**config.mk**
```make
export PLATFORM = sky130hd
export DESIGN_NAME = double_ended_queue_with_key_removal_unit
export DESIGN_NICKNAME = d
export VERILOG_FILES = /design/src/sv/dqkr_pkg.sv /design/src/sv/dqkr_ram.sv /design/src/sv/dqkr_ctrl.sv /design/src/sv/dqkr_dp.sv /design/src/sv/double_ended_queue_with_key_removal_unit.sv
export SDC_FILE = /design/constraint.sdc
export NUM_CORES = 1
export LEC_CHECK = 0
export BUFFER_PORTS_ARGS = -buffer_cell sky130_fd_sc_hd__clkbuf_2
export CAP_MARGIN = 20
export CORE_MARGIN = 4
export CORE_UTILIZATION = 40
export DETAILED_ROUTE_END_ITERATION = 6
export SLEW_MARGIN = 30
export SYNTH_ARGS = -nofsm -noshare
export SYNTH_HDL_FRONTEND = slang
export SYNTH_SLANG_ARGS = --single-unit
```
**constraint.sdc**
```tcl
create_clock -name clk -period 4.3 [get_ports clk]
set_input_delay 0.215 -clock clk [delete_from_list [all_inputs] [get_ports clk]]
set_output_delay 0.215 -clock clk [all_outputs]
set_load 0.03 [all_outputs]
```
**src/sv/dqkr_pkg.sv**
```systemverilog
// shared types and constants of the double-ended queue with key removal
// no dependencies
package dqkr_pkg;

  localparam int DEPTH_DEF = 16;
  localparam int ID_W      = 16;
  localparam int TIME_W    = 16;
  localparam int WORD_W    = ID_W + TIME_W;
  localparam int COUNT_W   = 5;

  typedef enum logic [1:0] {
    OP_PUSH_BACK  = 2'd0,
    OP_PUSH_FRONT = 2'd1,
    OP_POP_FRONT  = 2'd2,
    OP_REMOVE_KEY = 2'd3
  } op_t;

  typedef enum logic [1:0] {
    ST_OK    = 2'd0,
    ST_FULL  = 2'd1,
    ST_EMPTY = 2'd2,
    ST_NOKEY = 2'd3
  } status_t;

  typedef enum logic [2:0] {
    S_IDLE,
    S_EXEC,
    S_DEQ,
    S_SCAN,
    S_SHIFT
  } state_t;

  // commands from controller to datapath
  typedef struct packed {
    logic    load;
    logic    push_back;
    logic    push_front;
    logic    deq_rd;
    logic    deq_take;
    logic    scan_init;
    logic    scan_step;
    logic    shift_step;
    logic    count_dec;
    logic    finish;
    status_t fin_status;
  } cmd_t;

  // status from datapath to controller
  typedef struct packed {
    op_t  op;
    logic full;
    logic empty;
    logic hit;
    logic miss_done;
    logic shift_done;
  } stat_t;

endpackage

```
**src/sv/dqkr_ram.sv**
```systemverilog
// generic single-write, single-read ram with registered read data
// no dependencies
module dqkr_ram #(
  parameter int WIDTH = 32,
  parameter int DEPTH = 16
) (
  input  logic                     clk,
  input  logic                     we,
  input  logic [$clog2(DEPTH)-1:0] waddr,
  input  logic [WIDTH-1:0]         wdata,
  input  logic [$clog2(DEPTH)-1:0] raddr,
  output logic [WIDTH-1:0]         rdata
);

  logic [WIDTH-1:0] mem [DEPTH];

  // write port and registered read port
  always_ff @(posedge clk) begin
    if (we) begin
      mem[waddr] <= wdata;
    end
    rdata <= mem[raddr];
  end

endmodule

```
**src/sv/dqkr_ctrl.sv**
```systemverilog
// controller state machine of the double-ended queue
// depends on dqkr_pkg
module dqkr_ctrl (
  input  logic           clk,
  input  logic           rst_n,
  input  logic           start,
  output logic           busy,
  input  dqkr_pkg::stat_t stat,
  output dqkr_pkg::cmd_t  cmd
);

  dqkr_pkg::state_t state_r, state_nxt;

  // state register
  always_ff @(posedge clk) begin
    if (!rst_n) begin
      state_r <= dqkr_pkg::S_IDLE;
    end else begin
      state_r <= state_nxt;
    end
  end

  // next state and commands
  always_comb begin
    state_nxt = state_r;
    cmd       = '0;
    cmd.fin_status = dqkr_pkg::ST_OK;
    busy      = 1'b1;
    unique case (state_r)
      dqkr_pkg::S_IDLE: begin
        busy = 1'b0;
        if (start) begin
          cmd.load  = 1'b1;
          state_nxt = dqkr_pkg::S_EXEC;
        end
      end
      dqkr_pkg::S_EXEC: begin
        unique case (stat.op)
          dqkr_pkg::OP_PUSH_BACK, dqkr_pkg::OP_PUSH_FRONT: begin
            cmd.finish = 1'b1;
            state_nxt  = dqkr_pkg::S_IDLE;
            if (stat.full) begin
              cmd.fin_status = dqkr_pkg::ST_FULL;
            end else if (stat.op == dqkr_pkg::OP_PUSH_BACK) begin
              cmd.push_back = 1'b1;
            end else begin
              cmd.push_front = 1'b1;
            end
          end
          dqkr_pkg::OP_POP_FRONT: begin
            if (stat.empty) begin
              cmd.finish     = 1'b1;
              cmd.fin_status = dqkr_pkg::ST_EMPTY;
              state_nxt      = dqkr_pkg::S_IDLE;
            end else begin
              cmd.deq_rd = 1'b1;
              state_nxt  = dqkr_pkg::S_DEQ;
            end
          end
          dqkr_pkg::OP_REMOVE_KEY: begin
            if (stat.empty) begin
              cmd.finish     = 1'b1;
              cmd.fin_status = dqkr_pkg::ST_EMPTY;
              state_nxt      = dqkr_pkg::S_IDLE;
            end else begin
              cmd.scan_init = 1'b1;
              state_nxt     = dqkr_pkg::S_SCAN;
            end
          end
          default: begin
            state_nxt = dqkr_pkg::S_IDLE;
          end
        endcase
      end
      dqkr_pkg::S_DEQ: begin
        cmd.deq_take = 1'b1;
        cmd.finish   = 1'b1;
        state_nxt    = dqkr_pkg::S_IDLE;
      end
      dqkr_pkg::S_SCAN: begin
        cmd.scan_step = 1'b1;
        if (stat.hit) begin
          state_nxt = dqkr_pkg::S_SHIFT;
        end else if (stat.miss_done) begin
          cmd.finish     = 1'b1;
          cmd.fin_status = dqkr_pkg::ST_NOKEY;
          state_nxt      = dqkr_pkg::S_IDLE;
        end
      end
      dqkr_pkg::S_SHIFT: begin
        cmd.shift_step = 1'b1;
        if (stat.shift_done) begin
          cmd.count_dec = 1'b1;
          cmd.finish    = 1'b1;
          state_nxt     = dqkr_pkg::S_IDLE;
        end
      end
      default: begin
        state_nxt = dqkr_pkg::S_IDLE;
      end
    endcase
  end

endmodule

```
**src/sv/dqkr_dp.sv**
```systemverilog
// datapath of the double-ended queue: entry ram, pointers, scan and shift
// depends on dqkr_pkg and dqkr_ram
module dqkr_dp #(
  parameter int DEPTH = dqkr_pkg::DEPTH_DEF
) (
  input  logic                         clk,
  input  logic                         rst_n,
  input  logic [1:0]                   in_op,
  input  logic [dqkr_pkg::ID_W-1:0]    in_item_id,
  input  logic [dqkr_pkg::TIME_W-1:0]  in_time_units,
  input  dqkr_pkg::cmd_t               cmd,
  output dqkr_pkg::stat_t              stat,
  output logic                         out_valid,
  output logic [1:0]                   out_status,
  output logic [dqkr_pkg::ID_W-1:0]    out_id,
  output logic [dqkr_pkg::TIME_W-1:0]  out_time,
  output logic [dqkr_pkg::COUNT_W-1:0] out_count
);

  localparam int AW = $clog2(DEPTH);
  localparam int CW = $clog2(DEPTH + 1);
  localparam int SW = CW + 1;
  localparam int IW = dqkr_pkg::ID_W;
  localparam int TW = dqkr_pkg::TIME_W;
  localparam int WW = dqkr_pkg::WORD_W;
  localparam logic [SW-1:0] DEPTH_S = SW'(DEPTH);
  localparam logic [CW-1:0] DEPTH_C = CW'(DEPTH);
  localparam logic [AW-1:0] LAST_A  = AW'(DEPTH - 1);

  // slot of the entry at a logical position, counted from the front
  function automatic logic [AW-1:0] slot_of(input logic [AW-1:0] front,
                                           input logic [CW-1:0] pos);
    logic [SW-1:0] s;
    s = SW'(front) + SW'(pos);
    if (s >= DEPTH_S) begin
      s = s - DEPTH_S;
    end
    return s[AW-1:0];
  endfunction

  dqkr_pkg::op_t                  op_r, op_nxt;
  logic [IW-1:0]                  id_r, id_nxt;
  logic [TW-1:0]                  key_r, key_nxt;
  logic [AW-1:0]                  front_r, front_nxt;
  logic [CW-1:0]                  count_r, count_nxt;
  logic [CW-1:0]                  idx_r, idx_nxt;
  logic [CW-1:0]                  pidx_r, pidx_nxt;
  logic                           pend_r, pend_nxt;
  logic [IW-1:0]                  rid_r, rid_nxt;
  logic [TW-1:0]                  rtm_r, rtm_nxt;
  logic                           valid_r, valid_nxt;
  dqkr_pkg::status_t              status_r, status_nxt;
  logic [dqkr_pkg::COUNT_W-1:0]   ocnt_r, ocnt_nxt;

  logic          we;
  logic [AW-1:0] waddr, raddr;
  logic [WW-1:0] wdata, rdata;
  logic          hit, issue_scan, issue_shift;

  dqkr_ram #(
    .WIDTH (WW),
    .DEPTH (DEPTH)
  ) u_ram (
    .clk   (clk),
    .we    (we),
    .waddr (waddr),
    .wdata (wdata),
    .raddr (raddr),
    .rdata (rdata)
  );

  // compare of the entry read last cycle with the key
  assign hit         = pend_r && (rdata[TW-1:0] == key_r);
  assign issue_scan  = (idx_r != '0);
  assign issue_shift = (idx_r < count_r);

  assign stat.op         = op_r;
  assign stat.full       = (count_r == DEPTH_C);
  assign stat.empty      = (count_r == '0);
  assign stat.hit        = hit;
  assign stat.miss_done  = pend_r && !hit && !issue_scan;
  assign stat.shift_done = !issue_shift && !pend_r;

  // datapath next values
  always_comb begin
    op_nxt     = op_r;
    id_nxt     = id_r;
    key_nxt    = key_r;
    front_nxt  = front_r;
    count_nxt  = count_r;
    idx_nxt    = idx_r;
    pidx_nxt   = pidx_r;
    pend_nxt   = pend_r;
    rid_nxt    = rid_r;
    rtm_nxt    = rtm_r;
    valid_nxt  = 1'b0;
    status_nxt = status_r;
    ocnt_nxt   = ocnt_r;
    we         = 1'b0;
    waddr      = front_r;
    wdata      = {id_r, key_r};
    raddr      = front_r;

    // capture the request
    if (cmd.load) begin
      op_nxt  = dqkr_pkg::op_t'(in_op);
      id_nxt  = in_item_id;
      key_nxt = in_time_units;
      rid_nxt = '0;
      rtm_nxt = '0;
    end

    // enqueue at the back
    if (cmd.push_back) begin
      we        = 1'b1;
      waddr     = slot_of(front_r, count_r);
      count_nxt = count_r + 1'b1;
    end

    // enqueue at the front
    if (cmd.push_front) begin
      front_nxt = (front_r == '0) ? LAST_A : front_r - 1'b1;
      we        = 1'b1;
      waddr     = front_nxt;
      count_nxt = count_r + 1'b1;
    end

    // dequeue: read the front slot, then take it
    if (cmd.deq_rd) begin
      raddr = front_r;
    end
    if (cmd.deq_take) begin
      rid_nxt   = rdata[WW-1:TW];
      rtm_nxt   = rdata[TW-1:0];
      front_nxt = slot_of(front_r, CW'(1));
      count_nxt = count_r - 1'b1;
    end

    // key search from the back of the queue, one read per cycle
    if (cmd.scan_init) begin
      idx_nxt  = count_r;
      pend_nxt = 1'b0;
    end
    if (cmd.scan_step) begin
      raddr    = slot_of(front_r, idx_r - 1'b1);
      pend_nxt = issue_scan;
      pidx_nxt = idx_r - 1'b1;
      if (issue_scan) begin
        idx_nxt = idx_r - 1'b1;
      end
      if (hit) begin
        rid_nxt  = rdata[WW-1:TW];
        rtm_nxt  = rdata[TW-1:0];
        idx_nxt  = pidx_r + 1'b1;
        pend_nxt = 1'b0;
      end
    end

    // close the gap: read position p, write it back at p-1 next cycle
    if (cmd.shift_step) begin
      raddr    = slot_of(front_r, idx_r);
      pend_nxt = issue_shift;
      pidx_nxt = idx_r - 1'b1;
      if (issue_shift) begin
        idx_nxt = idx_r + 1'b1;
      end
      if (pend_r) begin
        we    = 1'b1;
        waddr = slot_of(front_r, pidx_r);
        wdata = rdata;
      end
    end

    if (cmd.count_dec) begin
      count_nxt = count_r - 1'b1;
    end

    // result register
    if (cmd.finish) begin
      valid_nxt  = 1'b1;
      status_nxt = cmd.fin_status;
      ocnt_nxt   = dqkr_pkg::COUNT_W'(count_nxt);
    end
  end

  // control registers
  always_ff @(posedge clk) begin
    if (!rst_n) begin
      front_r <= '0;
      count_r <= '0;
      pend_r  <= 1'b0;
      valid_r <= 1'b0;
    end else begin
      front_r <= front_nxt;
      count_r <= count_nxt;
      pend_r  <= pend_nxt;
      valid_r <= valid_nxt;
    end
  end

  // payload registers
  always_ff @(posedge clk) begin
    op_r     <= op_nxt;
    id_r     <= id_nxt;
    key_r    <= key_nxt;
    idx_r    <= idx_nxt;
    pidx_r   <= pidx_nxt;
    rid_r    <= rid_nxt;
    rtm_r    <= rtm_nxt;
    status_r <= status_nxt;
    ocnt_r   <= ocnt_nxt;
  end

  assign out_valid  = valid_r;
  assign out_status = status_r;
  assign out_id     = rid_r;
  assign out_time   = rtm_r;
  assign out_count  = ocnt_r;

endmodule

```
**src/sv/double_ended_queue_with_key_removal_unit.sv**
```systemverilog
// top level of the double-ended queue with key removal
// depends on dqkr_pkg, dqkr_ctrl, dqkr_dp (and dqkr_ram below it)
//
// Usage:
//   A request is taken at a rising edge with start high and busy low. in_op
//   selects push back (0), push front (1), pop front (2) or remove by time key
//   (3); in_item_id and in_time_units carry the entry or the search key.
//   Every request gives exactly one result: out_valid is high for one cycle
//   with out_status, out_id, out_time and out_count. The receiver cannot
//   stall; the result must be taken in that cycle.
//   A push, or any request that fails on full or empty, finishes in S_EXEC; a
//   pop reads the front slot in S_EXEC and takes it in S_DEQ.
//   Remove by key reads one entry per cycle from the back end through the
//   single read port of the entry ram, then moves each entry behind the hit one
//   slot down, one per cycle.
//   busy stays high until the result is registered; a new request can be
//   taken in the cycle in which the previous result is shown.
//   Reset empties the queue (count and front pointer to zero); the entry ram
//   is not cleared and needs no clearing pass.
module double_ended_queue_with_key_removal_unit #(
  parameter int DEPTH = dqkr_pkg::DEPTH_DEF
) (
  input  logic                         clk,
  input  logic                         rst_n,
  input  logic                         start,
  output logic                         busy,
  input  logic [1:0]                   in_op,
  input  logic [dqkr_pkg::ID_W-1:0]    in_item_id,
  input  logic [dqkr_pkg::TIME_W-1:0]  in_time_units,
  output logic                         out_valid,
  output logic [1:0]                   out_status,
  output logic [dqkr_pkg::ID_W-1:0]    out_id,
  output logic [dqkr_pkg::TIME_W-1:0]  out_time,
  output logic [dqkr_pkg::COUNT_W-1:0] out_count
);

  dqkr_pkg::cmd_t  cmd;
  dqkr_pkg::stat_t stat;

  // controller
  dqkr_ctrl u_ctrl (
    .clk   (clk),
    .rst_n (rst_n),
    .start (start),
    .busy  (busy),
    .stat  (stat),
    .cmd   (cmd)
  );

  // datapath
  dqkr_dp #(
    .DEPTH (DEPTH)
  ) u_dp (
    .clk           (clk),
    .rst_n         (rst_n),
    .in_op         (in_op),
    .in_item_id    (in_item_id),
    .in_time_units (in_time_units),
    .cmd           (cmd),
    .stat          (stat),
    .out_valid     (out_valid),
    .out_status    (out_status),
    .out_id        (out_id),
    .out_time      (out_time),
    .out_count     (out_count)
  );

endmodule

```
==> qor.csv, run 1 <==
metric,value,unit
syn_area,26400,sq um
nets,2004,
synthFlopType,edfxtp_1,
critPathKind,reg2reg,
fin_ws,0.737,ns
layout_common_cells,"edfxtp_1 (558), a2111oi_0 (255), and3_1 (195)",
die_h,265,microns
arrival,4.10,ns
root_buffer,clkbuf_16,
ys_types,67,
grt_usage,0.197,
cap_violations,0,
drive_gt1_frac,0.157,
post-route-drc-count,0,
relSlewSlack,0.350,
final_common_cell,edfxtp_1,
status,completed,
utilization,0.476,
grt_pass1_vias,16600,
dp_slack,0.810,ns
antenna_found_initial,0,
port_buffers,77,
rsz0062_at_grt,false,
cts_made_buffers,69,
clk_latency,0.61,ns
postRouteAntennaNets,0,
core-area,64900,sq um
cts_setup_buffers,0,
synthArstFlopShare,0,
drtIter0Drc,1713,
syn_nets,1908,
cts.htree.levels,3,
dr.pass1.iters,5,
holdPathEnd,u_dp.id_r[5]$_DFFE_PP_,
powerDensity,528,nW/um^2
critPathLaunch,u_dp.idx_r[0]$_DFF_P_,
crit_path_start_kind,flip-flop,
period_minus_slack,3.56,ns
syn2layout_area_growth,16.8,%
place.gp.congestion,0.800,
syn_avg_cell_area,14.3,sq um
ys_seq_area_frac,0.697,
r2r.worst_path.cells,10,
start_util,0.407,
hpwl,37800,microns
clk_pin_slew,0.06,ns
grt_remaining_overflow,0,
cts_tree,done,
leakage,11.0,nW
worstReg2RegEnd,u_dp.u_ram.rdata[22]$_DFF_P_,
dp_cells,2687,
crit_path_max_fanout,24,
dr_total_vias,16800,
cts.sinks,641,
critPathRequiredTime,4.83,ns
synth_edf_count,558,
grt_first_pass_wirelength,106000,microns
final-setup-viol-count,0,
hp-start,in_item_id[5],
vias_per_cell,5.90,
io_pins,78,
die_area,70300,sq um
routed_wirelength,71400,microns
grt_max_degree,194,
wl_per_cell,25.0,microns
ir_drop,0.311,mV
worst_pin_slew,0.975,ns
final_cells,2850,
rows,93,
min_path_cells,2,
maxSlewViolCount,0,
cts_resized,0,
antenna_cells,0,
synth-seq-cells,641,
fin_crit_sh,0.829,
r2r_start,u_dp.idx_r[0]$_DFF_P_,
skew,0.0179,ns
finalHoldViolations,0,
die_w,265,microns
r2r_slack,0.74,ns
end_kind,flip-flop,
holdBufCountCts,36,
netlist_instances,1843,
clockBufferDepth,3,
yosys_warnings,0,
hp-class,in2reg,
power,16.3,mW
fmax,281,MHz
-- flip-flops by register name, indices dropped and copies added (netlist names), 4 cells and up --
signal,count
u_dp.count_r,5
u_dp.u_ram.rdata,32
u_dp.idx_r,5
u_dp.out_id,16
u_dp.front_r,4
u_dp.id_r,16
u_dp.u_ram.mem,512
u_dp.key_r,16
u_dp.pidx_r,5
u_dp.out_time,16
u_dp.out_count,5
-- logic make-up (layout without fill, tap and decap cells) --
| logic type | Yosys count | in the layout | share of synthesized area |
|---|---|---|---|
| AO/OA/AOI/OAI | 383 | 383 | 0.116 |
| multiplexers | 104 | 104 | 0.0410 |
| flip-flops | 641 | 641 | 0.697 |
| XOR/XNOR | 39 | 39 | 0.0129 |
| adder cells (fa/ha/maj) | 28 | 28 | 0.0144 |
| buffers and inverters | 171 | 323 | 0.0269 |
| AND/OR/NAND/NOR | 477 | 477 | 0.0926 |
-- worst max-delay path, cell delays in order (launching register included) --
cell       delay (ns)
dfxtp_1          0.47
inv_1            0.14
ha_1             0.25
xor2_1           0.28
ha_1             0.31
xnor2_1          0.31
o32a_4           0.50
buf_4            0.35
a2111oi_0        0.10
a2111oi_0        0.51
mux2_2           0.26
-- cell type report --
type | instances | area, sq um
clock buffer | 98 | 2020
clock inverter | 29 | 259
fill | 5615 | 34000
inverter | 18 | 70.1
multi-input combinational | 1031 | 7570
sequential | 641 | 18400
tap | 855 | 1070
timing repair buffer | 178 | 1480
-- synth_stat cells, types with 3 or more instances --
master     number  area [sq um]
nand3b_1        4          30.0
buf_2          23           115
buf_4           6          45.0
a21o_1          7          52.6
o21ai_0        43           215
nand2b_1        6          37.5
a21oi_1        29           145
inv_1          18          67.6
clkbuf_1      118           443
mux2_2         34           383
xor2_1         13           114
a31oi_1         4          25.0
nor2_1         22          82.6
a211oi_1        3          22.5
o221a_2         3          33.8
fa_1            4          80.1
xnor2_1        26           228
edfxtp_1      558         16800
o21a_1          5          37.5
o31ai_1         3          22.5
nand2_1       195           732
nand4_1         6          37.5
a2111oi_0     255          2230
ha_1           24           300
dfxtp_1        83          1660
nor3_1         13          65.1
mux2i_1        70           701
and2_1          4          25.0
and3_1        196          1230
o21ai_1         3          15.0
nor2b_1         3          18.8
o22ai_1         5          31.3
nand3_1        13          65.1
-- metrics by stage --
step / area (sq um) / TNS (ns) / hold WS [ns]
after floorplan: 26400 / -87.53 / 0.314
after global placement: 28200 / 0 / 0.393
after detailed placement: 28200 / 0 / 0.394
after CTS: 30900 / 0 / 0.295
after global routing: 30900 / 0 / 0.303
final: 30900 / 0 / 0.325
-- worst max path at each step --
stage | cells past startpoint | endpoint
2_1_floorplan | 9 | u_dp.u_ram.mem[7][0]$_DFFE_PP_
3_3_place_gp | 10 | u_dp.u_ram.rdata[18]$_DFF_P_
3_5_place_dp | 11 | u_dp.u_ram.rdata[25]$_DFF_P_
4_1_cts | 11 | u_dp.u_ram.rdata[27]$_DFF_P_
5_1_grt | 11 | u_dp.u_ram.rdata[14]$_DFF_P_
6_report | 10 | u_dp.u_ram.rdata[22]$_DFF_P_
-- metal layers --
layer	routed length (microns)	vias up	track usage
met5	0	-	0
met4	1700	0	0.0498
met3	4420	120	0.0372
met2	33000	592	0.313
met1	32300	8517	0.282
li1	-	7588	-
-- where the power goes --
part	leakage (nW)	switching, mW	internal, mW
sequential	5.73	0.350	7.22
combinational	4.17	1.81	0.998
clock	1.12	2.40	3.53
No activity file was read; power rests on OpenSTA's default activity.
==> run 2: changes to the inputs <==
==> constraint.sdc (replaced) <==
create_clock -name clk -period 3.3 [get_ports clk]
set_input_delay 0.165 -clock clk [delete_from_list [all_inputs] [get_ports clk]]
set_output_delay 0.165 -clock clk [all_outputs]
set_load 0.03 [all_outputs]
==> run 2 against run 1 <==
Clock power up 28%. Maximum frequency up 11%. Clock skew up 0.0075 ns. First-iteration DRC count down 4.7%. Sequential cell count unchanged. Sequential share of layout area down 1.2 points. Setup slack worse by 0.65 ns. Die area unchanged. Total power up 31%. Critical path type unchanged.
==> qor.csv, run 2 (synthesis gave the netlist of run 1 again) <==
metric,value,unit
met1Wirelength,31900,microns
cap_violations,0,
crit_path_start_kind,flip-flop,
grt_first_pass_wirelength,107000,microns
antenna_found_initial,0,
leakage,11.2,nW
drive_gt1_frac,0.175,
die_h,265,microns
worstReg2RegEnd,u_dp.u_ram.rdata[26]$_DFF_P_,
fin_hold_ws,0.281,ns
drtIter0Drc,1632,
critPathRequiredTime,3.79,ns
hp-start,in_item_id[1],
io_pins,78,
cpMostUsedCell,a2111oi_0,
r2r.worst_path.cells,11,
final_common_cell,edfxtp_1,
holdPathEnd,u_dp.id_r[1]$_DFFE_PP_,
rsz0062_at_grt,true,
worst_pin_slew,0.698,ns
largest_reg_flops,512,
syn2layout_area_growth,19.3,%
design_area,31500,sq um
cts.sinks,641,
cp_slowest_stage_delay,0.47,ns
fin_crit_sh,0.974,
final_cells,2890,
min_path_cells,2,
grt_max_degree,106,
place.gp.congestion,0.804,
hp-class,in2reg,
wl_per_cell,24.7,microns
clk_latency,0.60,ns
largest-register,u_dp.u_ram.mem,
arrival,3.70,ns
status,completed,
cts_made_buffers,69,
critPathKind,reg2reg,
dp_cells,2727,
nets,2047,
cts.htree.levels,3,
port_buffers,77,
root_buffer,clkbuf_16,
dpl_cell_area,28800,sq um
period_minus_slack,3.22,ns
die_area,70300,sq um
clk_pin_slew,0.06,ns
rows,93,
crit_chain,inv_1 -> ha_1 -> fa_1 -> nand3b_1 -> a21boi_0 -> buf_4 -> a211o_4 -> buf_12 -> a2111oi_0 -> a2111oi_0 -> mux2_2,
antenna_cells,0,
wl_met2,33100,microns
largestRegisters,"u_dp.u_ram.mem: 512 flops, u_dp.u_ram.rdata: 32 flops",
power,21.4,mW
start_util,0.407,
ir_drop,0.332,mV
relSlewSlack,0.534,
grt_remaining_overflow,0,
fmax,311,MHz
top_layer,met4,
layout_common_cells,"edfxtp_1 (558), a2111oi_0 (213), and3_1 (195)",
hpwl,39200,microns
r2r_start,u_dp.idx_r[0]$_DFF_P_,
r2r_slack,0.08,ns
grt_pass1_vias,16800,
post-route-drc-count,0,
end_kind,flip-flop,
slowest_stage,a2111oi_0,
die_w,265,microns
postRouteAntennaNets,0,
crit_path_max_fanout,28,
clockBufferDepth,3,
dr_total_vias,16900,
powerDensity,678,nW/um^2
skew,0.0254,ns
final-setup-viol-count,0,
routed_wirelength,71400,microns
fillers,5522,
cts_tree,done,
dr.pass1.iters,5,
vias_per_cell,5.84,
core-area,64900,sq um
grt_usage,0.199,
wl_met3,4780,microns
finalHoldViolations,0,
maxSlewViolCount,0,
-- run 2: cell types whose count changed in the layout (fill, tap and decap cells not counted), moves of 3 or more --
cell and change:
a2111oi_2 +3, clkbuf_8 -4, clkbuf_1 +7, a2111oi_0 -42, buf_12 +20, a2111oi_1 +39
nor3_2 -8, buf_4 +17, buf_6 +3, clkinv_1 -5, nor3_4 +8
-- run 2: stage by stage --
step | setup slack (ns) | util | TNS, ns
2_1_floorplan | -0.635 | - | -97.13
3_3_place_gp | -0.0589 | 0.444 | -0.0589
3_5_place_dp | -0.103 | 0.444 | -0.103
4_1_cts | 0.00685 | 0.484 | 0
5_1_grt | -0.102 | 0.486 | -0.598
6_report | 0.0849 | 0.486 | 0
-- run 2: layout make-up --
class                           instances  area, sq um  area share
Timing Repair Buffer                  220         2080      0.0658
Clock inverter                         25          250     0.00794
Sequential cell                       641        18400       0.584
Tap cell                              855         1070      0.0339
Multi-Input combinational cell       1032         7710       0.244
Inverter                               18         67.6     0.00214
Clock buffer                           99         1940      0.0616
-- run 2: what timing repair did --
action | 4_1_cts | 5_1_grt
cloned | 1 | 0
hold buffers | 36 | 0
resized for setup | 3 | 54
endpoints found under the setup margin | 5 | 95
buffers inserted | 2 | 0
endpoints found under the hold margin | 40 | 0
pin swaps | 1 | 1
-- run 2: routing by layer --
metal,vias to the layer above,global-route usage
met5,-,0
met4,0,0.0538
met3,102,0.0333
met2,607,0.316
met1,8484,0.287
li1,7675,-
-- run 2: worst max-delay path by stage --
stage | to | startpoint | depth (start not counted)
floorplan | u_dp.u_ram.mem[14][0]$_DFFE_PP_ | u_ctrl.state_r[2]$_SDFFE_PN0P_ | 9
global placement | u_dp.u_ram.rdata[29]$_DFF_P_ | u_dp.idx_r[0]$_DFF_P_ | 11
detailed placement | u_dp.u_ram.rdata[29]$_DFF_P_ | u_dp.idx_r[0]$_DFF_P_ | 11
CTS | u_dp.u_ram.rdata[0]$_DFF_P_ | u_dp.idx_r[0]$_DFF_P_ | 10
global route | u_dp.u_ram.rdata[13]$_DFF_P_ | u_dp.idx_r[0]$_DFF_P_ | 12
finish | u_dp.u_ram.rdata[26]$_DFF_P_ | u_dp.idx_r[0]$_DFF_P_ | 11
-- run 2: where the power goes --
part           internal [mW]  switching (mW)  leakage [nW]  total, mW
Combinational           1.51            2.50          4.44       4.00
Sequential              9.41           0.389          5.73       9.79
Clock                   4.49            3.08          1.07       7.57
Total                   15.4            5.97          11.2       21.4
-- run 2: worst max-delay path: cells and delay by family, from the launching register on --
kind / cells / cell delay [ns]
simple gates: 1 / 0.10
flops: 1 / 0.37
buf+inv: 3 / 0.47
mux: 1 / 0.28
fa+ha+maj: 2 / 0.76
compound gates: 4 / 1.10
